### config.mk
export PLATFORM = sky130hd
export DESIGN_NAME = sia_div_stage
export DESIGN_NICKNAME = d
export VERILOG_FILES = /design/src/hw/rtl/sia_pkg.sv /design/src/hw/rtl/sia_div_stage.sv
export SDC_FILE = /design/constraint.sdc
export NUM_CORES = 1
export LEC_CHECK = 0
export BUFFER_PORTS_ARGS = -buffer_cell sky130_fd_sc_hd__buf_2
export CORE_MARGIN = 2
export CORE_UTILIZATION = 33
export DETAILED_ROUTE_END_ITERATION = 8
export SLEW_MARGIN = 10
export SYNTH_ARGS = -nofsm -noshare
export SYNTH_HDL_FRONTEND = slang
export SYNTH_SLANG_ARGS = --single-unit
export TNS_END_PERCENT = 1
### constraint.sdc
create_clock -name clk_i -period 10.3 [get_ports clk_i]
set_input_delay 2.06 -clock clk_i [delete_from_list [all_inputs] [get_ports clk_i]]
set_output_delay 2.06 -clock clk_i [all_outputs]
set_load 0.02 [all_outputs]
### src/hw/rtl/sia_pkg.sv
// Shared types, opcodes and saturation helpers of the saturating integer ALU.
`timescale 1ns / 1ps
`default_nettype none
package sia_pkg;

  localparam int unsigned DataWidth = 32;
  localparam int unsigned OpWidth   = 4;
  localparam int unsigned DivSteps  = DataWidth;

  typedef enum logic [OpWidth-1:0] {
    OpSadd    = 4'd0,
    OpSsub    = 4'd1,
    OpUadd    = 4'd2,
    OpUsub    = 4'd3,
    OpUaddS   = 4'd4,
    OpUsubS   = 4'd5,
    OpAbsDiff = 4'd6,
    OpClamp   = 4'd7,
    OpUmin    = 4'd8,
    OpUdiv    = 4'd9,
    OpUrem    = 4'd10,
    OpUmul    = 4'd11
  } sia_op_e;

  localparam logic RegClampLow  = 1'b0;
  localparam logic RegClampHigh = 1'b1;

  localparam logic [DataWidth-1:0] SMax    = {1'b0, {(DataWidth-1){1'b1}}};
  localparam logic [DataWidth-1:0] SMinSat = {1'b1, {(DataWidth-2){1'b0}}, 1'b1};
  localparam logic [DataWidth-1:0] UMax    = {DataWidth{1'b1}};
  localparam logic [DataWidth-1:0] Zero    = {DataWidth{1'b0}};

  // One item in flight through the divider pipeline.
  typedef struct packed {
    logic [OpWidth-1:0]   op;
    logic [DataWidth-1:0] res;
    logic [DataWidth-1:0] rem;
    logic [DataWidth-1:0] quo;
    logic [DataWidth-1:0] dvs;
  } sia_slot_t;

  function automatic logic [DataWidth-1:0] sat_uadd(input logic [DataWidth-1:0] a,
                                                    input logic [DataWidth-1:0] b);
    logic [DataWidth:0] s;
    s = {1'b0, a} + {1'b0, b};
    return s[DataWidth] ? UMax : s[DataWidth-1:0];
  endfunction

  function automatic logic [DataWidth-1:0] sat_usub(input logic [DataWidth-1:0] a,
                                                    input logic [DataWidth-1:0] b);
    logic [DataWidth:0] d;
    d = {1'b0, a} - {1'b0, b};
    return d[DataWidth] ? Zero : d[DataWidth-1:0];
  endfunction

endpackage
`default_nettype wire

### src/hw/rtl/sia_div_stage.sv
// One restoring-division step as a pipeline stage; other fields pass along.
`timescale 1ns / 1ps
`default_nettype none
module sia_div_stage import sia_pkg::*; (
  input  wire logic       clk_i,
  input  wire logic       rst_ni,
  input  wire logic       up_valid_i,
  input  wire sia_slot_t  up_slot_i,
  input  wire logic       dn_ready_i,
  output logic            ready_o,
  output logic            valid_o,
  output sia_slot_t       slot_o
);

  logic               valid_q;
  sia_slot_t          slot_q, slot_d;
  logic [DataWidth:0]   trial;
  logic [DataWidth+1:0] diff;
  logic                 ge;

  // Shift in the next dividend bit, subtract when the divisor fits.
  assign trial = {up_slot_i.rem, up_slot_i.quo[DataWidth-1]};
  assign diff  = {1'b0, trial} - {2'b00, up_slot_i.dvs};
  assign ge    = ~diff[DataWidth+1];

  always_comb begin
    slot_d     = up_slot_i;
    slot_d.rem = ge ? diff[DataWidth-1:0] : trial[DataWidth-1:0];
    slot_d.quo = {up_slot_i.quo[DataWidth-2:0], ge};
  end

  assign ready_o = ~valid_q | dn_ready_i;

  always_ff @(posedge clk_i or negedge rst_ni) begin
    if (!rst_ni) begin
      valid_q <= 1'b0;
    end else if (ready_o) begin
      valid_q <= up_valid_i;
    end
  end

  always_ff @(posedge clk_i) begin
    if (ready_o && up_valid_i) begin
      slot_q <= slot_d;
    end
  end

  assign valid_o = valid_q;
  assign slot_o  = slot_q;

endmodule
`default_nettype wire

==> results_dict.tcl <==
set metrics [dict create \
    vdd_drop_max_mv 0.111 \
    max_cap_violations 0 \
    path_class "input pin to flop" \
    whs_path_depth 2 \
    h-tree-depth 4 \
    grt_max_degree 71 \
    wl_per_cell_um 17.1 \
    cts_tree "done" \
    cp-start-kind "input pin" \
    slew_headroom 0.411 \
    timing.rr.start "valid_o" \
    placed_cell_area_um2 8050 \
    synth_cells 456 \
    dr.pass1.iters 4 \
    p_leak_nw 3.82 \
    cts.clk_slew.worst_paths_ps 60 \
    setup-tns-final_ps 0 \
    coreArea_um2 19300 \
    cp.arrival_ps 5170 \
    first_iter_violations 236 \
    initial_utilization 0.334 \
    dp_slack_ps 4870 \
    p_per_area_nw_per_um2 183 \
    cts.sinks 133 \
    synth_cell_types 58 \
    die_h_um 144 \
    cts_buffer_depth 2 \
    synthArstFlopShare 0.00752 \
    drive_above_1_share 0.458 \
    hold_slack_ps 546 \
    r2r_end "slot_o[90]" \
    cts_resized 0 \
    std_cell_rows 51 \
    synth-edff-count 132 \
    groute.usage.overall 0.164 \
    synth_area_um2 6430 \
    required_ps 10470 \
    post_cts_buffers 0 \
    fin_area_um2 8650 \
    root_buffer "clkbuf_16" \
    ant_nets 0 \
    synth-main-ff-cell "edfxtp_1" \
    area_growth_syn_to_layout_pct 34.6 \
    dieWidth_um 144 \
    via_per_inst 4.59 \
    ff2ff_path_depth 3 \
    boundaryPins 270 \
    hold_viol 0 \
    rsz0062_at_grt "no" \
    synth_top_area_cell "edfxtp_1" \
    clk_latency_ps 410 \
    place.gp.congestion 0.830 \
    synth_top_area_share 0.617 \
    grt_pass1_wl_um 25000 \
    antenna_found_initial 2 \
    final_nets 909 \
    die_area_um2 20600 \
    routed_wl_um 17400 \
    route.detailed.drc 0 \
    grt_remaining_overflow 0 \
    finalSetupViolCount 0 \
    synth_fp_nets 625 \
    dp_hpwl_um 13400 \
    holdBufCountCts 0 \
    ys_warn_count 0 \
    tightest_slew_ps 884 \
    synth_top_cells_by_area "edfxtp_1 62%, ha_1 6.2%, mux2_4 6.1%" \
    crit_path_end_kind "flop" \
    holdPathEnd "valid_o" \
    fmaxAchievable_ghz 0.200 \
    hold_path.class "flop to flop" \
    postSynthAreaPerCell_um2 14.1 \
    outcome "completed" \
    worst-path-max-fanout 20 \
    min_period_over_period 0.486 \
    hp-start "valid_o" \
    utilization 0.449 \
    port-buffer-count 269 \
    grt_pass1_vias 4482 \
    clock_skew_ps 9.02 \
    r2r_slack_ps 7780 \
    numCtsBuffers 17 \
    layout_setup_ws_ps 5300 \
    vias 4677 \
    maxSlewViolCount 0 \
    synth-seq-cells 133 \
    synth_seq_area_share 0.621 \
    min_period_ps 5000 \
]
## through the flow
step,power [mW],instances
finish,1.58,1020
global route,1.64,1020
CTS,1.60,1018
detailed placement,0.970,986
global placement,0.967,986
floorplan,0.878,456
## logic make-up after synthesis
| logic type | after synthesis | synth area share |
|---|---|---|
| AND/OR/NAND/NOR | 86 | 0.0681 |
| multiplexers | 32 | 0.0705 |
| XOR/XNOR | 24 | 0.0327 |
| flip-flops | 133 | 0.621 |
| buffers and inverters | 46 | 0.0345 |
| adder cells (fa/ha/maj) | 33 | 0.0654 |
| AO/OA/AOI/OAI | 102 | 0.108 |
## report_power, final
part	leakage (nW)	switching (mW)	internal, mW	total [mW]
Clock	0.279	0.259	0.365	0.624
Combinational	2.27	0.174	0.130	0.304
Sequential	1.27	0.00844	0.646	0.654
Total	3.82	0.442	1.14	1.58
## state kept, by name (all words and copies together), names as in the netlist
name,flops
slot_o,132
valid_o,1
## critical path, stage by stage
cell	delay [ps]
buf_2	80
inv_1	40
ha_1	420
and3_4	260
nand2_1	90
or3_4	420
o31ai_2	240
a21boi_2	130
a31oi_4	570
buf_4	510
mux2_4	340
## synthesized netlist by cell type, types with 2 or more instances
cell,n
a211oi_1,3
a21boi_0,3
a21o_1,7
a21oi_1,29
a311oi_1,2
a31oi_1,4
and2_1,3
and3_1,5
and3_2,3
buf_6,5
edfxtp_1,132
ha_1,32
inv_1,40
mux2_2,2
mux2_4,26
mux2i_1,4
nand2_1,24
nand2b_1,7
nand3_1,4
nand4_1,2
nor2_1,16
nor2b_1,4
nor3_1,9
nor4_1,2
o211ai_1,3
o21a_1,5
o21ai_0,17
o21bai_1,5
o31ai_1,6
or2_2,2
xnor2_1,17
xor2_1,7
## area by class of cell
cell class	count	area [µm²]
repair buffers	271	1360
fillers	1809	10600
well taps	265	332
multi-input cells	277	2220
flip-flops and latches	133	3990
diodes	2	5.00
clock inverters	14	165
clock buffers	18	429
inverters	40	150
## placed cells by master (no fill, tap or decap), types with 2 or more instances in the layout
| cell type | count |
|---|---|
| a211oi_1 | 3 |
| and3_2 | 3 |
| or2_2 | 2 |
| o31ai_1 | 6 |
| inv_1 | 40 |
| and2_1 | 2 |
| nor4_1 | 2 |
| clkbuf_16 | 17 |
| nand4_1 | 2 |
| bufinv_16 | 2 |
| and3_1 | 5 |
| inv_8 | 2 |
| mux2i_1 | 4 |
| o21ai_0 | 17 |
| buf_4 | 2 |
| a31oi_1 | 4 |
| nor2_1 | 16 |
| o21bai_1 | 5 |
| mux2_4 | 26 |
| xnor2_1 | 17 |
| a21o_1 | 7 |
| nor2b_1 | 4 |
| xor2_1 | 7 |
| nand3_1 | 4 |
| a311oi_1 | 2 |
| mux2_2 | 2 |
| diode_2 | 2 |
| o21a_1 | 5 |
| inv_6 | 6 |
| a21oi_1 | 29 |
| nand2_1 | 24 |
| a21boi_0 | 3 |
| clkinvlp_4 | 4 |
| nand2b_1 | 7 |
| nor3_1 | 9 |
| ha_1 | 32 |
| edfxtp_1 | 132 |
| o211ai_1 | 3 |
| buf_2 | 269 |
## routing by layer
metal / vias up / share of wire / global-route usage
met3: 21 / 0.066 / 0.0393
met1: 2183 / 0.40 / 0.194
met5: - / 0 / 0
met4: 0 / 0.019 / 0.0655
met2: 176 / 0.51 / 0.288
li1: 2297 / - / -
## worst max path at each step
| stage | from | end | cells past startpoint |
|---|---|---|---|
| final | up_slot_i[16] | slot_o[70] | 11 |
| after global routing | up_slot_i[15] | slot_o[80] | 11 |
| after CTS | up_slot_i[16] | slot_o[70] | 11 |
| after detailed placement | up_slot_i[16] | slot_o[83] | 11 |
| after global placement | up_slot_i[16] | slot_o[68] | 11 |
| after floorplan | dn_ready_i | slot_o[0] | 2 |
No activity file was read; power rests on OpenSTA's default activity.
