## config.mk

```make
export PLATFORM = sky130hd
export DESIGN_NAME = sia_exec
export DESIGN_NICKNAME = d
export VERILOG_FILES = /design/src/hw/rtl/sia_pkg.sv /design/src/hw/rtl/sia_exec.sv
export SDC_FILE = /design/constraint.sdc
export NUM_CORES = 2
export LEC_CHECK = 0
export ABC_AREA = 1
export BUFFER_PORTS_ARGS = -buffer_cell sky130_fd_sc_hd__buf_2
export CAP_MARGIN = 20
export CELL_PAD_IN_SITES_DETAIL_PLACEMENT = 1
export CELL_PAD_IN_SITES_GLOBAL_PLACEMENT = 1
export CORE_ASPECT_RATIO = 1.5
export CORE_MARGIN = 3
export CORE_UTILIZATION = 40
export CTS_CLUSTER_DIAMETER = 150
export CTS_CLUSTER_SIZE = 12
export DETAILED_ROUTE_END_ITERATION = 8
export MAX_ROUTING_LAYER = met4
export PLACE_DENSITY = 0.76
export SLEW_MARGIN = 20
export SYNTH_ARGS = -nofsm -noshare
export SYNTH_HDL_FRONTEND = slang
export SYNTH_SLANG_ARGS = --single-unit
export TNS_END_PERCENT = 1
```

## constraint.sdc

```tcl
create_clock -name clk_i -period 5.3 [get_ports clk_i]
set_input_delay 0.53 -clock clk_i [delete_from_list [all_inputs] [get_ports clk_i]]
set_output_delay 0.53 -clock clk_i [all_outputs]
set_load 0.01 [all_outputs]
```

## src/hw/rtl/sia_pkg.sv

```systemverilog
// Shared types, opcodes and saturation helpers of the saturating integer ALU.
`timescale 1ns / 1ps
`default_nettype none
package sia_pkg;

  localparam int unsigned DataWidth = 32;
  localparam int unsigned OpWidth   = 4;
  localparam int unsigned DivSteps  = DataWidth;

  typedef enum logic [OpWidth-1:0] {
    OpSadd    = 4'd0,
    OpSsub    = 4'd1,
    OpUadd    = 4'd2,
    OpUsub    = 4'd3,
    OpUaddS   = 4'd4,
    OpUsubS   = 4'd5,
    OpAbsDiff = 4'd6,
    OpClamp   = 4'd7,
    OpUmin    = 4'd8,
    OpUdiv    = 4'd9,
    OpUrem    = 4'd10,
    OpUmul    = 4'd11
  } sia_op_e;

  localparam logic RegClampLow  = 1'b0;
  localparam logic RegClampHigh = 1'b1;

  localparam logic [DataWidth-1:0] SMax    = {1'b0, {(DataWidth-1){1'b1}}};
  localparam logic [DataWidth-1:0] SMinSat = {1'b1, {(DataWidth-2){1'b0}}, 1'b1};
  localparam logic [DataWidth-1:0] UMax    = {DataWidth{1'b1}};
  localparam logic [DataWidth-1:0] Zero    = {DataWidth{1'b0}};

  // One item in flight through the divider pipeline.
  typedef struct packed {
    logic [OpWidth-1:0]   op;
    logic [DataWidth-1:0] res;
    logic [DataWidth-1:0] rem;
    logic [DataWidth-1:0] quo;
    logic [DataWidth-1:0] dvs;
  } sia_slot_t;

  function automatic logic [DataWidth-1:0] sat_uadd(input logic [DataWidth-1:0] a,
                                                    input logic [DataWidth-1:0] b);
    logic [DataWidth:0] s;
    s = {1'b0, a} + {1'b0, b};
    return s[DataWidth] ? UMax : s[DataWidth-1:0];
  endfunction

  function automatic logic [DataWidth-1:0] sat_usub(input logic [DataWidth-1:0] a,
                                                    input logic [DataWidth-1:0] b);
    logic [DataWidth:0] d;
    d = {1'b0, a} - {1'b0, b};
    return d[DataWidth] ? Zero : d[DataWidth-1:0];
  endfunction

endpackage
`default_nettype wire

```

## src/hw/rtl/sia_exec.sv

```systemverilog
// First pipeline stage: arithmetic, compare and clamp operations, multiply, divider setup.
`timescale 1ns / 1ps
`default_nettype none
module sia_exec import sia_pkg::*; (
  input  wire logic                 clk_i,
  input  wire logic                 rst_ni,
  input  wire logic                 up_valid_i,
  input  wire logic [OpWidth-1:0]   opcode_i,
  input  wire logic [DataWidth-1:0] operand_a_i,
  input  wire logic [DataWidth-1:0] operand_b_i,
  input  wire logic [DataWidth-1:0] clamp_low_i,
  input  wire logic [DataWidth-1:0] clamp_high_i,
  input  wire logic                 dn_ready_i,
  output logic                      ready_o,
  output logic                      valid_o,
  output sia_slot_t                 slot_o
);

  logic                 valid_q;
  sia_slot_t            slot_q, slot_d;
  logic [DataWidth-1:0] a, b, res, sum, dif, negb, prod;
  logic                 s_ovf, d_ovf;

  assign a    = operand_a_i;
  assign b    = operand_b_i;
  assign sum  = a + b;
  assign dif  = a - b;
  assign negb = Zero - b;
  assign prod = a * b;
  assign s_ovf = ~(a[DataWidth-1] ^ b[DataWidth-1]) & (sum[DataWidth-1] ^ a[DataWidth-1]);
  assign d_ovf = (a[DataWidth-1] ^ b[DataWidth-1]) & (dif[DataWidth-1] ^ a[DataWidth-1]);

  always_comb begin
    case (opcode_i)
      OpSadd:    res = s_ovf ? (a[DataWidth-1] ? SMinSat : SMax) : sum;
      OpSsub:    res = d_ovf ? (a[DataWidth-1] ? SMinSat : SMax) : dif;
      OpUadd:    res = sat_uadd(a, b);
      OpUsub:    res = sat_usub(a, b);
      OpUaddS:   res = b[DataWidth-1] ? sat_usub(a, negb) : sat_uadd(a, b);
      OpUsubS:   res = b[DataWidth-1] ? sat_uadd(a, negb) : sat_usub(a, b);
      OpAbsDiff: res = ($signed(a) < $signed(b)) ? (b - a) : dif;
      OpClamp: begin
        if ($signed(a) < $signed(clamp_low_i)) res = clamp_low_i;
        else if ($signed(clamp_high_i) < $signed(a)) res = clamp_high_i;
        else res = a;
      end
      OpUmin:    res = (a > b) ? b : a;
      OpUmul:    res = prod;
      default:   res = Zero;
    endcase
  end

  always_comb begin
    slot_d.op  = opcode_i;
    slot_d.res = res;
    slot_d.rem = Zero;
    slot_d.quo = a;
    slot_d.dvs = b;
  end

  assign ready_o = ~valid_q | dn_ready_i;

  always_ff @(posedge clk_i or negedge rst_ni) begin
    if (!rst_ni) begin
      valid_q <= 1'b0;
    end else if (ready_o) begin
      valid_q <= up_valid_i;
    end
  end

  always_ff @(posedge clk_i) begin
    if (ready_o && up_valid_i) begin
      slot_q <= slot_d;
    end
  end

  assign valid_o = valid_q;
  assign slot_o  = slot_q;

endmodule
`default_nettype wire

```

==> results of run 1 <==
## timing repair
item,CTS
hold buffers,1
endpoints found under the setup margin,32
resized for setup,179
gates cloned,1
endpoints found under the hold margin,1
pin swaps,73
setup buffers,15
## metal layers
metal  track usage [%]  overflow
met5                 -         -
met4              69.7        13
met3              57.0        13
met2              89.0        23
met1              71.7        11
## synth_stat cells (all sizes together), types with 8 or more instances
master / number
o21bai: 34
nand4: 79
or2: 15
xnor2: 8
fa: 414
nand2: 1759
nand3b: 18
nor3: 39
o21a: 11
buf: 130
edfxtp: 100
clkbuf: 123
o21ai: 209
inv: 1253
nor2: 391
ha: 343
nor4: 15
a21o: 16
a21oi: 297
nand3: 353
o211ai: 23
a211oi: 8
xor2: 113
a31oi: 20
## per-stage QoR
stage / worst slack (ps) / cell area (um^2) / hold slack (ps)
CTS: -1320 / 47600 / 267
global placement: -2410 / 46500 / 306
detailed placement: -2590 / 46500 / 306
floorplan: -1180 / 37700 / 234
## logic make-up after synthesis
kind of cell / Yosys count / share of synthesized area, %
other: 1 / 0.0101
XOR/XNOR: 121 / 2.85
AO/OA/AOI/OAI: 637 / 9.45
AND/OR/NAND/NOR: 2674 / 29.7
flip-flops: 101 / 8.13
adder cells (fa/ha/maj): 757 / 33.8
buffers and inverters: 1509 / 16.1
==> impl_metrics.csv, run 1 <==
group,metric,value,unit
die,ios,270,
synthesis,netlist_area,37200,um^2
status,stop_stage,"5_1_grt",
synthesis,ys_types,56,
clock_network,clock_path_buffers,2,
placement,gp_congestion,1.06,
clock_network,clock_sinks,101,
synthesis,synth_top_area_share,22.3,%
die,die_w,255,um
placement,dp_hpwl,197000,um
die,start_util,40.4,%
placement,placed_cells,7980,
global_route,grt_max_degree,101,
status,status,"aborted with a tool error",
global_route,antenna_found_initial,46,
timing,worstEndpointType,"register input",
clock_network,cts_made_buffers,9,
synthesis,yosysTopAreaCell,"fa_1",
clock_network,h-tree-depth,3,
die,placementRows,136,
synthesis,ys_top_cells_by_area,"fa_1, nand2_1, inv_1",
clock_network,root_buffer,"clkbuf_16",
synthesis,synth_top_flop_cell,"edfxtp_1",
timing,crit_endpoint,"slot_o[121]$_DFFE_PP_/D",
synthesis,avgSynthCellArea,6.42,um^2
synthesis,synth-seq-cells,101,
synthesis,syn-instance-count,5800,
synthesis,ys_seq_area_share,8.13,%
synthesis,async_flop_share,0.990,%
placement,port_buffers,237,
synthesis,synth-edff-count,100,
synthesis,yosysWarnings,0,
status,firstError,"[ERROR GRT-0232] Routing congestion too high. Check the congestion heatmap in the GUI.",
die,die_height,380,um
global_route,grt_overflow_total,60,
global_route,grt_util_all_layers,73.3,%
==> inputs of run 2 (changes only) <==
==> config.mk (replaced) <==
export PLATFORM = sky130hd
export DESIGN_NAME = sia_exec
export DESIGN_NICKNAME = d
export VERILOG_FILES = /design/src/hw/rtl/sia_pkg.sv /design/src/hw/rtl/sia_exec.sv
export SDC_FILE = /design/constraint.sdc
export NUM_CORES = 2
export LEC_CHECK = 0
export ABC_AREA = 1
export BUFFER_PORTS_ARGS = -buffer_cell sky130_fd_sc_hd__buf_2
export CAP_MARGIN = 20
export CORE_MARGIN = 3
export CORE_UTILIZATION = 25
export DETAILED_ROUTE_END_ITERATION = 8
export PLACE_DENSITY_LB_ADDON = 0.15
export SLEW_MARGIN = 20
export SYNTH_ARGS = -nofsm -noshare
export SYNTH_HDL_FRONTEND = slang
export SYNTH_SLANG_ARGS = --single-unit
export TNS_END_PERCENT = 1
==> constraint.sdc (replaced) <==
create_clock -name clk_i -period 6.9 [get_ports clk_i]
set_input_delay 0.69 -clock clk_i [delete_from_list [all_inputs] [get_ports clk_i]]
set_output_delay 0.69 -clock clk_i [all_outputs]
set_load 0.01 [all_outputs]
==> run 2 against run 1 <==
Area after synthesis did not move. Synthesized cell count did not move. The flow now finishes without violations.
==> impl_metrics.csv, run 2 <==
group,metric,value,unit
status,status,"completed",
critical_path,required,7210,ps
routing,vias,40083,
routing,route.detailed.drc,0,
die,die_w,392,um
synthesis,ys_types,56,
critical_path,start_kind,"input port",
routing,dr.first_iter.drc_count,4059,
clock_network,root_buffer,"clkbuf_16",
run,maxCapViolations,0,
synthesis,avgSynthCellArea,6.42,um^2
layout,final_common_cell,"nand2_1",
critical_path,worst-path-buf-inv,5,
routing,wl_per_cell,25.1,um
placement,dp_hpwl,180000,um
synthesis,yosysWarnings,0,
clock_network,h-tree-depth,3,
layout,layout-drive-gt1-share,14.6,%
synthesis,async_flop_share,0.990,%
critical_path,path_delay_family,"adder cells",
die,dieArea,154000,um^2
layout,area_growth,20.7,%
critical_path,crit_top_cell,"fa_1",
critical_path,slowest_delay,580,ps
layout,num-nets-final,7221,
clock_network,tritoncts,"yes",
synthesis,netlist_area,37200,um^2
placement,port_buffers,237,
critical_path,worst-path-max-fanout,12,
clock_network,cts.reportedPaths.clkPinSlew,90,ps
critical_path,regToRegSetupSlack,5090,ps
critical_path,cp-startpoint,"operand_a_i[14]",
synthesis,yosysTopAreaCell,"fa_1",
timing,layout_min_cycle_time,6840,ps
synthesis,syn-instance-count,5800,
timing,slew-limit-headroom,18.0,%
synthesis,yosysMostFrequentCell,"nand2_1",
synthesis,synth-edff-count,100,
global_route,first_global_vias,38713,
placement,gp_congestion,1.03,
timing,tightest_slew,1220,ps
global_route,antenna_found_initial,18,
clock_network,cts_made_buffers,9,
timing,fin_crit_sh,99.1,%
timing,finalMaxSlewViolations,0,
global_route,grt_first_pass_wirelength,291000,um
synthesis,synth_top_flop_cell,"edfxtp_1",
critical_path,arrival,7140,ps
synthesis,synth-seq-cells,101,
routing,via_per_inst,4.86,
timing,finalSetupViolations,0,
routing,drt_first_pass_iters,8,
routing,drtAntennaViolNets,0,
critical_path,critPathKind,"input port to register",
global_route,grt_max_degree,101,
hold_path,worstHoldStart,"opcode_i[3]",
clock_network,clock_sinks,101,
synthesis,synth_top_area_share,22.3,%
die,die_height,392,um
global_route,grt_util_all_layers,26.6,%
routing,totalWireLength,207000,um
synthesis,synthTopCellsByCount,"nand2_1, inv_1, fa_1",
global_route,grt_overflow_total,0,
timing,hold_viol,0,
clock_network,clock_latency,480,ps
timing,fin_skew,34.8,ps
synthesis,ys_seq_area_share,8.13,%
critical_path,timing.rr.start,"valid_o",
die,start_util,25.4,%
placement,placed_area,43700,um^2
layout,largest_reg_flops,100,
clock_network,clock_path_buffers,2,
layout,fillers,16500,
hold_path,min_path_type,"input port to register",
layout,layout_common_cells,"nand2_1, inv_1, buf_4",
synthesis,ys_top_cells_by_area,"fa_1, nand2_1, inv_1",
die,ios,270,
timing,max_freq,146,MHz
die,core-area,147000,um^2
layout,design_area,44900,um^2
critical_path,critPathSlowestCell,"fa_1",
die,placementRows,140,
timing,rsz0062_at_grt,"yes",
critical_path,cp-end-kind,"register",
==> run 2: worst paths after layout <==
kind | to | cells after the start
max in group asynchronous | valid_o | 2
min reg2reg | valid_o | 2
max | slot_o[125] | 25
min in group asynchronous | valid_o | 2
max reg2reg | slot_o[9] | 2
min | slot_o[131] | 1
==> run 2: layout make-up <==
cell class | instances | area (um^2) | share of cell area (%)
antenna | 3 | 7.51 | 0.0167
clock buffer | 9 | 225 | 0.501
clock inverter | 6 | 56.3 | 0.125
inverter | 1256 | 4720 | 10.5
multi-input combinational | 4221 | 28900 | 64.3
sequential | 101 | 3030 | 6.74
tap | 1917 | 2400 | 5.34
timing repair buffer | 739 | 5610 | 12.5
==> run 2: logic make-up after synthesis <==
family | Yosys count | share of synthesized area (%)
xor+xnor | 121 | 2.85
simple gates | 2674 | 29.7
fa+ha+maj | 757 | 33.8
buf+inv | 1509 | 16.1
other cells | 1 | 0.0101
flops | 101 | 8.13
compound gates | 637 | 9.45
==> run 2: timing repair <==
action | 4_1_cts | 5_1_grt
setup endpoints to repair | 13 | 20
setup buffers | 0 | 8
endpoints found under the hold margin | 1 | 0
cloned | 0 | 0
gates resized for setup | 48 | 169
hold buffers | 1 | 0
pin swaps | 9 | 70
==> run 2: stage by stage <==
stage	worst slack [ps]	instances	hold slack, ps	util [%]	TNS (ps)
final	64.6	8252	452	30.6	0
after global routing	-107	8249	440	30.6	-647
after CTS	-11.8	8241	410	30.1	-11.8
after detailed placement	-964	8225	469	29.8	-10640
after global placement	-989	8225	466	29.8	-10980
after floorplan	-9.25	5831	394	-	-9.25
==> run 2: layer usage <==
layer  part of all wire (%)  global-route usage, %  vias up
met1                     45                   37.3    19560
met2                     44                   42.2     1617
li1                       -                      -    18706
met3                    7.3                   3.95      200
met4                    3.4                   7.61        0
met5                      0                      0        -
Power of run 2 is not shown: default switching activity piles up to over one toggle a cycle in this logic, so the estimate is an artifact.
